$ cat src/hdl/wpsg_pkg.sv
`default_nettype none
// ---------------------------------------------------------------------------
// wpsg_pkg
// Types, constants and helpers shared by the wavetable sound generator.
// ---------------------------------------------------------------------------
package wpsg_pkg;

    localparam int SUBSAMPLES_DEF = 4;
    localparam int WAVE_LEN       = 32;
    localparam int RAM_WIDTH      = 8;    // two nibbles per entry
    localparam int RAM_DEPTH      = 64;   // 4 channels x 16 bytes
    localparam int RAM_AW         = $clog2(RAM_DEPTH);

    localparam logic [7:0]  WAVE_FILL   = 8'h88;
    localparam logic [7:0]  GAIN_RESET  = 8'd40;
    localparam logic [6:0]  MUTE_RESET  = 7'h7F;
    localparam logic [15:0] LFSR_RESET  = 16'd3;
    localparam logic [3:0]  DEG_RESET   = 4'd2;
    localparam logic [3:0]  DEG_MAX     = 4'd15;

    // register map of write items
    localparam logic [6:0] ADDR_FREQ  = 7'd64;
    localparam logic [6:0] ADDR_VOL   = 7'd68;
    localparam logic [6:0] ADDR_CTRL  = 7'd72;
    localparam logic [6:0] ADDR_SSTEP = 7'd73;
    localparam logic [6:0] ADDR_STIME = 7'd74;
    localparam logic [6:0] ADDR_NOISE = 7'd75;

    // op codes and config indexes
    localparam logic OP_TICK  = 1'b0;
    localparam logic OP_WRITE = 1'b1;
    localparam logic CFG_MUTE = 1'b0;
    localparam logic CFG_GAIN = 1'b1;

    typedef struct packed {
        logic       op;
        logic [6:0] reg_addr;
        logic [10:0] wdata;
        logic [7:0] voice_byte;
        logic [7:0] hyper_byte;
    } t_in;

    typedef struct packed {
        logic signed [15:0] sample;
        logic               last;
    } t_out;

    typedef enum logic [3:0] {
        ST_CLEAR,
        ST_IDLE,
        ST_SWEEP,
        ST_CHAN,
        ST_RELOAD,
        ST_READ,
        ST_ACC,
        ST_GAIN,
        ST_OUT
    } t_state;

    function automatic logic [15:0] lfsr_taps(input logic [2:0] idx);
        logic [15:0] t;
        case (idx)
            3'd0:    t = 16'h1D;
            3'd1:    t = 16'h11;
            3'd2:    t = 16'h09;
            3'd3:    t = 16'h05;
            3'd4:    t = 16'h53;
            3'd5:    t = 16'h1B;
            3'd6:    t = 16'h33;
            3'd7:    t = 16'h03;
            default: t = 16'h03;
        endcase
        return t;
    endfunction

    // One noise step; trims the register when the degree changes.
    function automatic logic [15:0] lfsr_next(input logic [15:0] cur,
                                              input logic [3:0]  cur_deg,
                                              input logic [3:0]  deg);
        logic [15:0] top;
        logic [15:0] l;
        logic        par;
        top = 16'd1 << deg;
        l   = cur;
        if (cur_deg != deg) begin
            l = l & (top - 16'd1);
            if (l == 16'd0) begin
                l = top - 16'd1;
            end
        end
        par = ^(l & lfsr_taps(3'(deg - 4'd8)));
        l   = par ? (l | top) : (l & ~top);
        return l >> 1;
    endfunction

endpackage
`default_nettype wire

$ cat src/hdl/wpsg_ram.sv
`default_nettype none
// ---------------------------------------------------------------------------
// wpsg_ram
// Generic single-write, single-read RAM with registered read data.
// ---------------------------------------------------------------------------
module wpsg_ram #(
    parameter int WIDTH = wpsg_pkg::RAM_WIDTH,
    parameter int DEPTH = wpsg_pkg::RAM_DEPTH
) (
    input  wire logic                     i_clk,
    input  wire logic                     i_we,
    input  wire logic [$clog2(DEPTH)-1:0] i_waddr,
    input  wire logic [WIDTH-1:0]         i_wdata,
    input  wire logic [$clog2(DEPTH)-1:0] i_raddr,
    output logic      [WIDTH-1:0]         o_rdata
);
    logic [WIDTH-1:0] r_mem [DEPTH];

    always_ff @(posedge i_clk) begin
        if (i_we) begin
            r_mem[i_waddr] <= i_wdata;
        end
        o_rdata <= r_mem[i_raddr];
    end
endmodule
`default_nettype wire

$ cat src/hdl/wavetable_psg_mixer_core.sv
`default_nettype none
// ---------------------------------------------------------------------------
// wavetable_psg_mixer_core
// Four-channel wavetable sound generator with LFSR noise and voice mixing.
// ---------------------------------------------------------------------------
//  channel  | ports                          | handshake
//  ---------+--------------------------------+-------------------------------
//  item in  | i_item (t_in)                  | start & !busy
//  result   | o_result (t_out)               | o_res_strobe, one cycle
//  config   | i_cfg_we, i_cfg_idx, i_cfg_wdata| i_cfg_we, no wait
//
// A write item is taken in the idle state. A tick item runs a sweep step,
// then per sample and per enabled channel a channel step, phase reloads, a
// RAM read and an accumulate step (a skipped channel has only the channel
// step), then gain and saturation. Reloads per channel are at most 65
// (64 once the phase has been reloaded). After reset the wave RAM is filled
// with the mid level, all 64 entries, while busy is high. Results cannot be
// stalled: each sample shows for one cycle on o_res_strobe.
// ---------------------------------------------------------------------------
module wavetable_psg_mixer_core #(
    parameter int SUBSAMPLES = wpsg_pkg::SUBSAMPLES_DEF
) (
    input  wire logic           i_clk,
    input  wire logic           i_rst_n,
    input  wire logic           start,
    output logic                busy,
    input  wire wpsg_pkg::t_in  i_item,
    output wpsg_pkg::t_out      o_result,
    output logic                o_res_strobe,
    input  wire logic           i_cfg_we,
    input  wire logic           i_cfg_idx,
    input  wire logic [7:0]     i_cfg_wdata
);
    localparam int KW = (SUBSAMPLES > 1) ? $clog2(SUBSAMPLES) : 1;
    localparam int AW = wpsg_pkg::RAM_AW;

    wpsg_pkg::t_state r_state, n_state;

    // sequencer
    logic [1:0]         r_ch, n_ch;
    logic [KW-1:0]      r_k, n_k;
    logic [AW-1:0]      r_clr, n_clr;
    logic signed [11:0] r_mix, n_mix;
    logic signed [20:0] r_prod, n_prod;
    logic [7:0]         r_voice, n_voice;
    logic [7:0]         r_hyper, n_hyper;

    // channel state
    logic signed [12:0] r_phase [4];
    logic signed [12:0] n_phase [4];
    logic [4:0]         r_pos [4];
    logic [4:0]         n_pos [4];
    logic [10:0]        r_freq [4];
    logic [10:0]        n_freq [4];
    logic [3:0]         r_vl [4];
    logic [3:0]         n_vl [4];
    logic [3:0]         r_vr [4];
    logic [3:0]         n_vr [4];
    logic [6:0]         r_ctrl, n_ctrl;
    logic [10:0]        r_sstep, n_sstep;
    logic [7:0]         r_stime, n_stime;
    logic signed [9:0]  r_scount, n_scount;
    logic [2:0]         r_npat, n_npat;
    logic               r_nbit, n_nbit;
    logic [15:0]        r_lfsr, n_lfsr;
    logic [3:0]         r_ldeg, n_ldeg;
    logic [6:0]         r_mute, n_mute;
    logic [7:0]         r_gain, n_gain;

    // output register
    wpsg_pkg::t_out     r_out, n_out;
    logic               r_strobe, n_strobe;

    // wave RAM port
    logic               ram_we;
    logic [AW-1:0]      ram_waddr;
    logic [7:0]         ram_wdata;
    logic [AW-1:0]      ram_raddr;
    logic [7:0]         ram_rdata;

    logic               accept;
    logic               voice_on;
    logic               noise_path;
    logic               skip;
    logic [11:0]        period;
    logic [3:0]         nib;
    logic signed [4:0]  val;
    logic signed [5:0]  vsum;
    logic signed [10:0] base;
    logic [3:0]         ndeg;
    logic [15:0]        lfsr_n;
    logic               last_ch;
    logic               last_k;

    wpsg_ram #(
        .WIDTH (wpsg_pkg::RAM_WIDTH),
        .DEPTH (wpsg_pkg::RAM_DEPTH)
    ) u_wave (
        .i_clk   (i_clk),
        .i_we    (ram_we),
        .i_waddr (ram_waddr),
        .i_wdata (ram_wdata),
        .i_raddr (ram_raddr),
        .o_rdata (ram_rdata)
    );

    assign busy         = (r_state != wpsg_pkg::ST_IDLE);
    assign accept       = start && !busy;
    assign o_result     = r_out;
    assign o_res_strobe = r_strobe;

    // per-channel gating
    assign voice_on   = r_ctrl[4] && r_mute[4];
    assign noise_path = (r_ch == 2'd3) && r_ctrl[6] && r_mute[6];
    assign skip       = !r_ctrl[r_ch]
                     || ((r_ch == 2'd1) && voice_on)
                     || ((r_ch == 2'd2) && r_ctrl[5] && !r_mute[5])
                     || (!noise_path && !r_mute[r_ch]);
    assign period     = 12'd2048 - {1'b0, r_freq[r_ch]};
    assign last_ch    = (r_ch == 2'd3);
    assign last_k     = (r_k == KW'(SUBSAMPLES - 1));

    assign ram_raddr  = {r_ch, r_pos[r_ch][4:1]};
    assign nib        = r_pos[r_ch][0] ? ram_rdata[7:4] : ram_rdata[3:0];
    assign val        = noise_path ? (r_nbit ? 5'sd7 : -5'sd8)
                                   : $signed({1'b0, nib}) - 5'sd8;
    assign vsum       = $signed({2'b00, r_vl[r_ch]}) + $signed({2'b00, r_vr[r_ch]});

    // voice bytes weighted by two, offset-binary to signed
    assign base = (voice_on ? ($signed({3'b000, r_voice}) - 11'sd128) <<< 1 : 11'sd0)
                + (($signed({3'b000, r_hyper}) - 11'sd128) <<< 1);

    assign ndeg   = wpsg_pkg::DEG_MAX - {1'b0, r_npat};
    assign lfsr_n = wpsg_pkg::lfsr_next(r_lfsr, r_ldeg, ndeg);

    // next state
    always_comb begin
        n_state = r_state;
        case (r_state)
            wpsg_pkg::ST_CLEAR: begin
                if (r_clr == AW'(wpsg_pkg::RAM_DEPTH - 1)) n_state = wpsg_pkg::ST_IDLE;
            end
            wpsg_pkg::ST_IDLE: begin
                if (accept && i_item.op == wpsg_pkg::OP_TICK) n_state = wpsg_pkg::ST_SWEEP;
            end
            wpsg_pkg::ST_SWEEP: begin
                n_state = wpsg_pkg::ST_CHAN;
            end
            wpsg_pkg::ST_CHAN: begin
                if (!skip)        n_state = wpsg_pkg::ST_RELOAD;
                else if (last_ch) n_state = wpsg_pkg::ST_GAIN;
            end
            wpsg_pkg::ST_RELOAD: begin
                if (r_phase[r_ch] > 13'sd0) n_state = wpsg_pkg::ST_READ;
            end
            wpsg_pkg::ST_READ: begin
                n_state = wpsg_pkg::ST_ACC;
            end
            wpsg_pkg::ST_ACC: begin
                n_state = last_ch ? wpsg_pkg::ST_GAIN : wpsg_pkg::ST_CHAN;
            end
            wpsg_pkg::ST_GAIN: begin
                n_state = wpsg_pkg::ST_OUT;
            end
            wpsg_pkg::ST_OUT: begin
                n_state = last_k ? wpsg_pkg::ST_IDLE : wpsg_pkg::ST_CHAN;
            end
            default: n_state = wpsg_pkg::ST_IDLE;
        endcase
    end

    // datapath and outputs
    always_comb begin
        n_ch     = r_ch;
        n_k      = r_k;
        n_clr    = r_clr;
        n_mix    = r_mix;
        n_prod   = r_prod;
        n_voice  = r_voice;
        n_hyper  = r_hyper;
        n_phase  = r_phase;
        n_pos    = r_pos;
        n_freq   = r_freq;
        n_vl     = r_vl;
        n_vr     = r_vr;
        n_ctrl   = r_ctrl;
        n_sstep  = r_sstep;
        n_stime  = r_stime;
        n_scount = r_scount;
        n_npat   = r_npat;
        n_nbit   = r_nbit;
        n_lfsr   = r_lfsr;
        n_ldeg   = r_ldeg;
        n_mute   = r_mute;
        n_gain   = r_gain;
        n_out    = r_out;
        n_strobe = 1'b0;
        ram_we    = 1'b0;
        ram_waddr = i_item.reg_addr[AW-1:0];
        ram_wdata = i_item.wdata[7:0];

        if (i_cfg_we) begin
            case (i_cfg_idx)
                wpsg_pkg::CFG_MUTE: n_mute = i_cfg_wdata[6:0];
                wpsg_pkg::CFG_GAIN: n_gain = i_cfg_wdata;
                default: ;
            endcase
        end

        case (r_state)
            wpsg_pkg::ST_CLEAR: begin
                ram_we    = 1'b1;
                ram_waddr = r_clr;
                ram_wdata = wpsg_pkg::WAVE_FILL;
                n_clr     = r_clr + AW'(1);
            end
            wpsg_pkg::ST_IDLE: begin
                if (accept) begin
                    n_voice = i_item.voice_byte;
                    n_hyper = i_item.hyper_byte;
                    if (i_item.op == wpsg_pkg::OP_WRITE) begin
                        if (i_item.reg_addr < wpsg_pkg::ADDR_FREQ) begin
                            ram_we = 1'b1;
                        end else if (i_item.reg_addr < wpsg_pkg::ADDR_VOL) begin
                            n_freq[i_item.reg_addr[1:0]] = i_item.wdata;
                        end else if (i_item.reg_addr < wpsg_pkg::ADDR_CTRL) begin
                            n_vl[i_item.reg_addr[1:0]] = i_item.wdata[7:4];
                            n_vr[i_item.reg_addr[1:0]] = i_item.wdata[3:0];
                        end else if (i_item.reg_addr == wpsg_pkg::ADDR_CTRL) begin
                            n_ctrl = i_item.wdata[6:0];
                        end else if (i_item.reg_addr == wpsg_pkg::ADDR_SSTEP) begin
                            n_sstep = {{3{i_item.wdata[7]}}, i_item.wdata[7:0]};
                        end else if (i_item.reg_addr == wpsg_pkg::ADDR_STIME) begin
                            n_stime = i_item.wdata[7:0];
                        end else if (i_item.reg_addr == wpsg_pkg::ADDR_NOISE) begin
                            n_npat = i_item.wdata[2:0];
                        end
                    end
                end
            end
            wpsg_pkg::ST_SWEEP: begin
                // channel 2 frequency sweep, once per tick
                if (r_sstep != 11'd0 && r_ctrl[5]) begin
                    if (r_scount < 10'sd0) begin
                        n_scount  = $signed({2'b00, r_stime}) - 10'sd1;
                        n_freq[2] = r_freq[2] + r_sstep;
                    end else begin
                        n_scount = r_scount - 10'sd1;
                    end
                end
                n_ch  = 2'd0;
                n_k   = '0;
                n_mix = 12'(base);
            end
            wpsg_pkg::ST_CHAN: begin
                if (!skip) begin
                    n_phase[r_ch] = r_phase[r_ch] - 13'sd64;
                end else if (!last_ch) begin
                    n_ch = r_ch + 2'd1;
                end
            end
            wpsg_pkg::ST_RELOAD: begin
                if (r_phase[r_ch] <= 13'sd0) begin
                    n_phase[r_ch] = r_phase[r_ch] + $signed({1'b0, period});
                    if (noise_path) begin
                        n_lfsr = lfsr_n;
                        n_ldeg = ndeg;
                        n_nbit = lfsr_n[0];
                    end else begin
                        n_pos[r_ch] = r_pos[r_ch] + 5'd1;
                    end
                end
            end
            wpsg_pkg::ST_READ: ;
            wpsg_pkg::ST_ACC: begin
                n_mix = r_mix + 12'(val) * 12'(vsum);
                if (!last_ch) n_ch = r_ch + 2'd1;
            end
            wpsg_pkg::ST_GAIN: begin
                n_prod = r_mix * $signed({1'b0, r_gain});
            end
            wpsg_pkg::ST_OUT: begin
                if (r_prod > 21'sd32767)       n_out.sample = 16'sh7FFF;
                else if (r_prod < -21'sd32768) n_out.sample = 16'sh8000;
                else                           n_out.sample = r_prod[15:0];
                n_out.last = last_k;
                n_strobe   = 1'b1;
                n_ch       = 2'd0;
                n_k        = r_k + KW'(1);
                n_mix      = 12'(base);
            end
            default: ;
        endcase
    end

    always_ff @(posedge i_clk) begin
        if (!i_rst_n) begin
            r_state  <= wpsg_pkg::ST_CLEAR;
            r_clr    <= '0;
            r_ch     <= '0;
            r_k      <= '0;
            r_strobe <= 1'b0;
            for (int i = 0; i < 4; i++) begin
                r_phase[i] <= '0;
                r_pos[i]   <= '0;
                r_freq[i]  <= '0;
                r_vl[i]    <= '0;
                r_vr[i]    <= '0;
            end
            r_ctrl   <= '0;
            r_sstep  <= '0;
            r_stime  <= '0;
            r_scount <= '0;
            r_npat   <= '0;
            r_nbit   <= 1'b0;
            r_lfsr   <= wpsg_pkg::LFSR_RESET;
            r_ldeg   <= wpsg_pkg::DEG_RESET;
            r_mute   <= wpsg_pkg::MUTE_RESET;
            r_gain   <= wpsg_pkg::GAIN_RESET;
        end else begin
            r_state  <= n_state;
            r_clr    <= n_clr;
            r_ch     <= n_ch;
            r_k      <= n_k;
            r_strobe <= n_strobe;
            r_phase  <= n_phase;
            r_pos    <= n_pos;
            r_freq   <= n_freq;
            r_vl     <= n_vl;
            r_vr     <= n_vr;
            r_ctrl   <= n_ctrl;
            r_sstep  <= n_sstep;
            r_stime  <= n_stime;
            r_scount <= n_scount;
            r_npat   <= n_npat;
            r_nbit   <= n_nbit;
            r_lfsr   <= n_lfsr;
            r_ldeg   <= n_ldeg;
            r_mute   <= n_mute;
            r_gain   <= n_gain;
        end
    end

    // payload registers
    always_ff @(posedge i_clk) begin
        r_mix   <= n_mix;
        r_prod  <= n_prod;
        r_voice <= n_voice;
        r_hyper <= n_hyper;
        r_out   <= n_out;
    end

endmodule
`default_nettype wire
$ cat config.mk
export PLATFORM = sky130hd
export DESIGN_NAME = wavetable_psg_mixer_core
export DESIGN_NICKNAME = d
export VERILOG_FILES = /design/src/hdl/wpsg_pkg.sv /design/src/hdl/wpsg_ram.sv /design/src/hdl/wavetable_psg_mixer_core.sv
export SDC_FILE = /design/constraint.sdc
export NUM_CORES = 2
export LEC_CHECK = 0
export ABC_AREA = 1
export BUFFER_PORTS_ARGS = -buffer_cell sky130_fd_sc_hd__buf_2
export CELL_PAD_IN_SITES_DETAIL_PLACEMENT = 0
export CELL_PAD_IN_SITES_GLOBAL_PLACEMENT = 1
export CORE_ASPECT_RATIO = 1.2
export CORE_MARGIN = 1.5
export CORE_UTILIZATION = 50
export DETAILED_ROUTE_END_ITERATION = 8
export PLACE_DENSITY_LB_ADDON = 0.1
export SLEW_MARGIN = 10
export SYNTH_ARGS = -nofsm -noshare
export SYNTH_HDL_FRONTEND = slang
export SYNTH_SLANG_ARGS = --single-unit
$ cat constraint.sdc
create_clock -name i_clk -period 8.9 [get_ports i_clk]
set_clock_uncertainty 0.05 [all_clocks]
set_input_delay 0 -clock i_clk [delete_from_list [all_inputs] [get_ports i_clk]]
set_output_delay 0 -clock i_clk [all_outputs]
set_load 0.005 [all_outputs]
* Word level (Yosys, flattened, before mapping) *
Memory sizes are Yosys's and may differ from the RTL's. A register that Yosys moved wholly into a read port is not among the register bits.
Cells that the tools add are included.

word-level totals
  bits in registers = 300
  bits in writable memories = 512
  bits in read-only memories = 48
  bits of input ports = 48
  output and inout port bits = 19
  logic and storage cells = 246
  memories kept = 2

memory list
  memory           words  width  read ports  clocked after Yosys merged registers in  write ports  RTL line        source
  u_wave.r_mem     64     8      1           1                                        1            wpsg_ram.sv:17  logic [WIDTH-1:0] r_mem [DEPTH];
  (no name shown)  8      6      1           0                                        0            wpsg_pkg.sv:62  case (idx)

cells by class
  add/subtract/negate cells = 19
  multipliers = 2
  magnitude comparators = 13
  equality and inequality tests = 32
  shift operators = 1
  muxes and demuxes = 74
  bitwise gates (word level) = 16
  reductions and logical operators = 46

operators with widths
  cell                    count
  $bwmux W52              2
  $mux W52                2
  $pmux W52 S2            1
  $mux W22                4
  $mux W11                6
  $mux W16                4
  $bwmux W44              1
  $mux W4                 11
  $mux W13                3
  $pmux W4 S9             1
  $and A16 B16 Y16        2
  $bwmux W16              2
  $eq A7 B7 Y1 const B    4
  $bmux W13 S2            1
  $demux W13 S2           1
  $mux W5                 5
  $ne A2 B2 Y1 const B    12
  $pmux W12 S2            1
  $bmux W11 S2            1
  $demux W11 S2           1
  $pmux W11 S2            1
  $gt A21 B16 Y1 const B  1
  $lt A21 B16 Y1 const B  1
  $lt A7 B7 Y1 const B    3
  75 further kinds        132

* Logic depth before layout (Yosys ltp) *
  depth after elaboration = 11
  gate-level depth with buffers = 37
  depth with buffers taken out = 32

* Cells and area by module *
Synthesis repeated with hierarchy kept, for this count alone.

unflattened totals
  cell total of the unflattened synthesis = 4482
  area, all modules = 41581.1 µm²

by module, submodules not included
  module                    times used  cells each  area an instance (µm²)
  wpsg_ram                  1           1822        21291.7
  wavetable_psg_mixer_core  1           2660        20289.5

* Least setup slack after synthesis *
OpenSTA, ideal clock, no wires.

  path kind = register to register
  start point = register r_ch[0]
  end point = register r_mix[11], data pin
  arrival time = 6194 ps
  data required time = 8597 ps
  slack = 2404 ps
  stages on the path, launching flop included = 37
  clock period less this slack = 6496 ps
  path through = dfxtp_1 > buf_4 > inv_2 > buf_6 > buf_6 > buf_2 > clkbuf_1 > clkbuf_1 > o21ai_0 > a21oi_1 > a21oi_1 > fa_1 > nand2_1 > nand2_1 > a21oi_1 > or2_2 > fa_1 > fa_1 > inv_1 > fa_1 > inv_1 > fa_1 > inv_1 > fa_1 > nand2_1 > inv_1 > o21ai_0 > and2_1 > nor2_1 > nor2_1 > o21bai_1 > nand2_1 > nand2_1 > a21oi_1 > xor2_1 > nand2_1 > nand2_1

between the ends
  word-level cells in the longest chain between the ends = 10

RTL lines
  item                              RTL line                                                          source
  start: declaration                wavetable_psg_mixer_core.sv:40                                    logic [1:0] r_ch, n_ch;
  start signal: assignment          wavetable_psg_mixer_core.sv:323                                   r_ch <= n_ch;
  $not A2 Y3 (not written as such)  wavetable_psg_mixer_core.sv:124, wavetable_psg_mixer_core.sv:127
  $bmux W5 S2                       wavetable_psg_mixer_core.sv:124                                   assign nib = r_pos[r_ch][0] ? ram_rdata[7:4] : ram_rdata[3:0];
  $mux W5 (2 in a row)              -
  $mux W4                           wavetable_psg_mixer_core.sv:124
  $sub A4 B4 Y5                     wavetable_psg_mixer_core.sv:126                                   : $signed({1'b0, nib}) - 5'sd8;
  $mux W5                           wavetable_psg_mixer_core.sv:125                                   assign val = noise_path ? (r_nbit ? 5'sd7 : -5'sd8)
  $mul A5 B6 Y11 *                  wavetable_psg_mixer_core.sv:276                                   n_mix = r_mix + 12'(val) * 12'(vsum);
  $add A12 B11 Y12 *                wavetable_psg_mixer_core.sv:276
  $pmux W12 S2 *                    wavetable_psg_mixer_core.sv:210                                   case (r_state)
  via n_mix[11]                     wavetable_psg_mixer_core.sv:43                                    logic signed [11:0] r_mix, n_mix;
  end signal: assignment            wavetable_psg_mixer_core.sv:346                                   r_mix <= n_mix;
  end: declaration                  wavetable_psg_mixer_core.sv:43

Mark *: on every way through the listed nets, which the timed path passes. The rest lies on a longest branch. The select of a mux whose other input is x is not followed.
A chain may end at the register's enable or synchronous reset.

* Final worst setup path *
Same ends and word-level chain as after synthesis.

==> impl_metrics.tcl <==
set metrics [dict create \
    grt_overflow_total 0 \
    antenna_found_initial 2 \
    final.min_clock_period_ns 7.05 \
    cpLargestDelayFamily "adder cells" \
    cts_buffers 86 \
    synthTopCellsByCount "nor2_1, edfxtp_1, inv_1" \
    synth-seq-area-share 0.542 \
    vias 29582 \
    clkPwrFrac 0.437 \
    fillers 7208 \
    first_global_vias 28715 \
    setup_violations 0 \
    worst_slew_pin_slew_ns 1.06 \
    fin_ws_ns 1.85 \
    slew_headroom 0.292 \
    p_int_mw 6.37 \
    cts.sinks 820 \
    rsz0062_at_grt "no" \
    cts_tree "built" \
    tns_ns 0 \
    syn_inst 4252 \
    p_seq_frac 0.499 \
    p_sw_frac 0.224 \
    root_buffer "clkbuf_16" \
    synth-edff-count 578 \
    cpPeakStageDelay_ns 0.81 \
    ys.flop_type "edfxtp_1" \
    synth_area_sq_um 40900 \
    dr.first_iter.drc_count 2339 \
    fp-row-count 114 \
    path_class "flop to flop" \
    synth_area_leaders "edfxtp_1, dfxtp_1, nor2_1" \
    endpoint_kind "flop" \
    dp_slack_ns 1.88 \
    cp.required_ns 9.25 \
    gp_congestion 0.866 \
    die_h_microns 316 \
    clock_path_buffers 3 \
    syn2layout_area_growth_pct 10.8 \
    firstDrtPassIters 6 \
    drt-vias-per-instance 5.48 \
    avgSynthCellArea_sq_um 9.63 \
    hold_class "input port to flop" \
    initial_utilization 0.506 \
    track_usage 0.254 \
    fin_util 0.561 \
    die_area_sq_um 83600 \
    drive_gt1_frac 0.0685 \
    die_w_microns 264 \
    yosys_warnings 0 \
    portBuffers 66 \
    fin_crit_sh 0.792 \
    status "complete, no violations" \
    cp_max_fo 63 \
    hold_viol 0 \
    top_level_ports 67 \
    slew_viol_final 0 \
    clk_pin_slew_ns 0.06 \
    dpl.hpwl_mm 67.7 \
    fmax_ghz 0.142 \
    wire_per_inst_microns 19.6 \
    grt_max_degree 145 \
    finalNonFillerCells 5396 \
    final_nets 4552 \
    ys_types 61 \
    cp.arrival_ns 7.40 \
    p_per_area_nw_per_um2 181 \
    synth_top_cell_area_share 0.424 \
    core_sq_um 80900 \
    wl_mm 106 \
    cpMostUsedCell "fa_1" \
    p_sw_mw 1.84 \
    clk_latency_ns 0.65 \
    yosysMostFrequentCell "nor2_1" \
    ir_worst_vdd_mv 0.160 \
    grt_pass1_wl_mm 164 \
    ant_nets 0 \
    antenna_cells 0 \
    power_frac_comb 0.064 \
    ys_ff_latch 820 \
    drc 0 \
    synthArstFlopShare 0 \
    critical-path-slowest-cell "dfxtp_4" \
    cp-start-kind "flop" \
    crit_buf_inv 5 \
    total_power_mw 8.21 \
    post_cts_buffers 0 \
    yosys.area.top_type "edfxtp_1" \
    cap_violations 0 \
    power_leakage_nw 17.7 \
    synth_nets 4523 \
    cts_max_level 3 \
    place_inst 5166 \
]
==> layer usage <==
layer,vias to the layer above,wire (microns),track usage
met5,-,22,0
met4,4,3180,0.0871
met3,172,4920,0.0320
met2,685,53100,0.448
met1,14135,44600,0.323
li1,14586,-,-
==> per-stage QoR <==
step	area (sq um)	hold slack, ns
6_report	45400	0.0202
3_3_place_gp	41900	0.127
3_5_place_dp	41900	0.128
4_1_cts	45400	0.000704
2_1_floorplan	40900	0.0489
5_1_grt	45400	0.00190
==> worst paths after layout <==
path	from	endpoint	slack, ns	depth (start not counted)
setup reg to reg	r_ch[0]	r_mix[11]	1.85	29
hold / removal	i_item[9]	r_voice[1]	0.02	2
setup / recovery	r_ch[0]	r_mix[11]	1.85	29
hold reg to reg	r_freq[31]	r_freq[31]	0.39	2
==> kinds of logic (layout without fill, tap and decap cells) <==
| logic type | Yosys count | in the layout | synth area share |
|---|---|---|---|
| simple gates | 1493 | 1493 | 0.148 |
| compound gates | 937 | 937 | 0.139 |
| flops | 820 | 820 | 0.542 |
| buf+inv | 717 | 817 | 0.0710 |
| fa+ha+maj | 223 | 223 | 0.0865 |
| xor+xnor | 61 | 61 | 0.0131 |
| mux | 1 | 1 | 0.000245 |
==> cells in the final DEF (no fill, tap or decap), types with 40 or more instances in the layout <==
cell,netlist,layout
nand2_1,433,429
ha_1,123,123
inv_1,472,471
a21oi_1,247,247
dlygate4sd3_1,0,71
nor2_1,810,803
o211ai_1,56,56
nand3_1,173,173
clkbuf_16,0,89
o32ai_1,40,40
buf_2,70,65
a211oi_1,56,56
xor2_1,40,40
edfxtp_1,578,578
o311ai_0,86,86
fa_1,100,100
dfxtp_1,242,240
o21ai_1,53,53
o21ai_0,322,322
==> sequential cells by signal, indices dropped and copies added, names as in the netlist, 7 cells and up <==
signal	count
r_voice	8
r_gain	8
r_lfsr	15
r_mute	7
r_stime	8
r_sstep	8
r_phase	52
r_hyper	8
r_prod	21
r_scount	10
r_vl	16
r_freq	44
r_vr	16
o_result	17
u_wave.o_rdata	8
r_ctrl	7
r_mix	12
r_pos	20
u_wave.r_mem	512
==> power groups by stage <==
stage	clock network (mW)	registers (mW)	logic, mW
finish	3.58	4.10	0.527
global route	3.80	4.10	0.605
CTS	3.65	4.10	0.534
detailed placement	0	4.18	0.507
global placement	0	4.18	0.502
floorplan	0	4.17	0.386
==> final cells by class <==
| class | count | area, sq um | area share |
|---|---|---|---|
| tap | 1044 | 1310 | 0.0288 |
| sequential | 820 | 22200 | 0.489 |
| multi-input combinational | 2715 | 15900 | 0.351 |
| clock inverter | 52 | 445 | 0.00982 |
| clock buffer | 107 | 2350 | 0.0519 |
| timing repair buffer | 168 | 1290 | 0.0284 |
| inverter | 490 | 1850 | 0.0408 |
==> what timing repair did <==
action                    CTS  global route
resized for setup           0             0
hold endpoints to repair  172             0
hold buffers               71             0
Power figures use the tool's default switching activity.
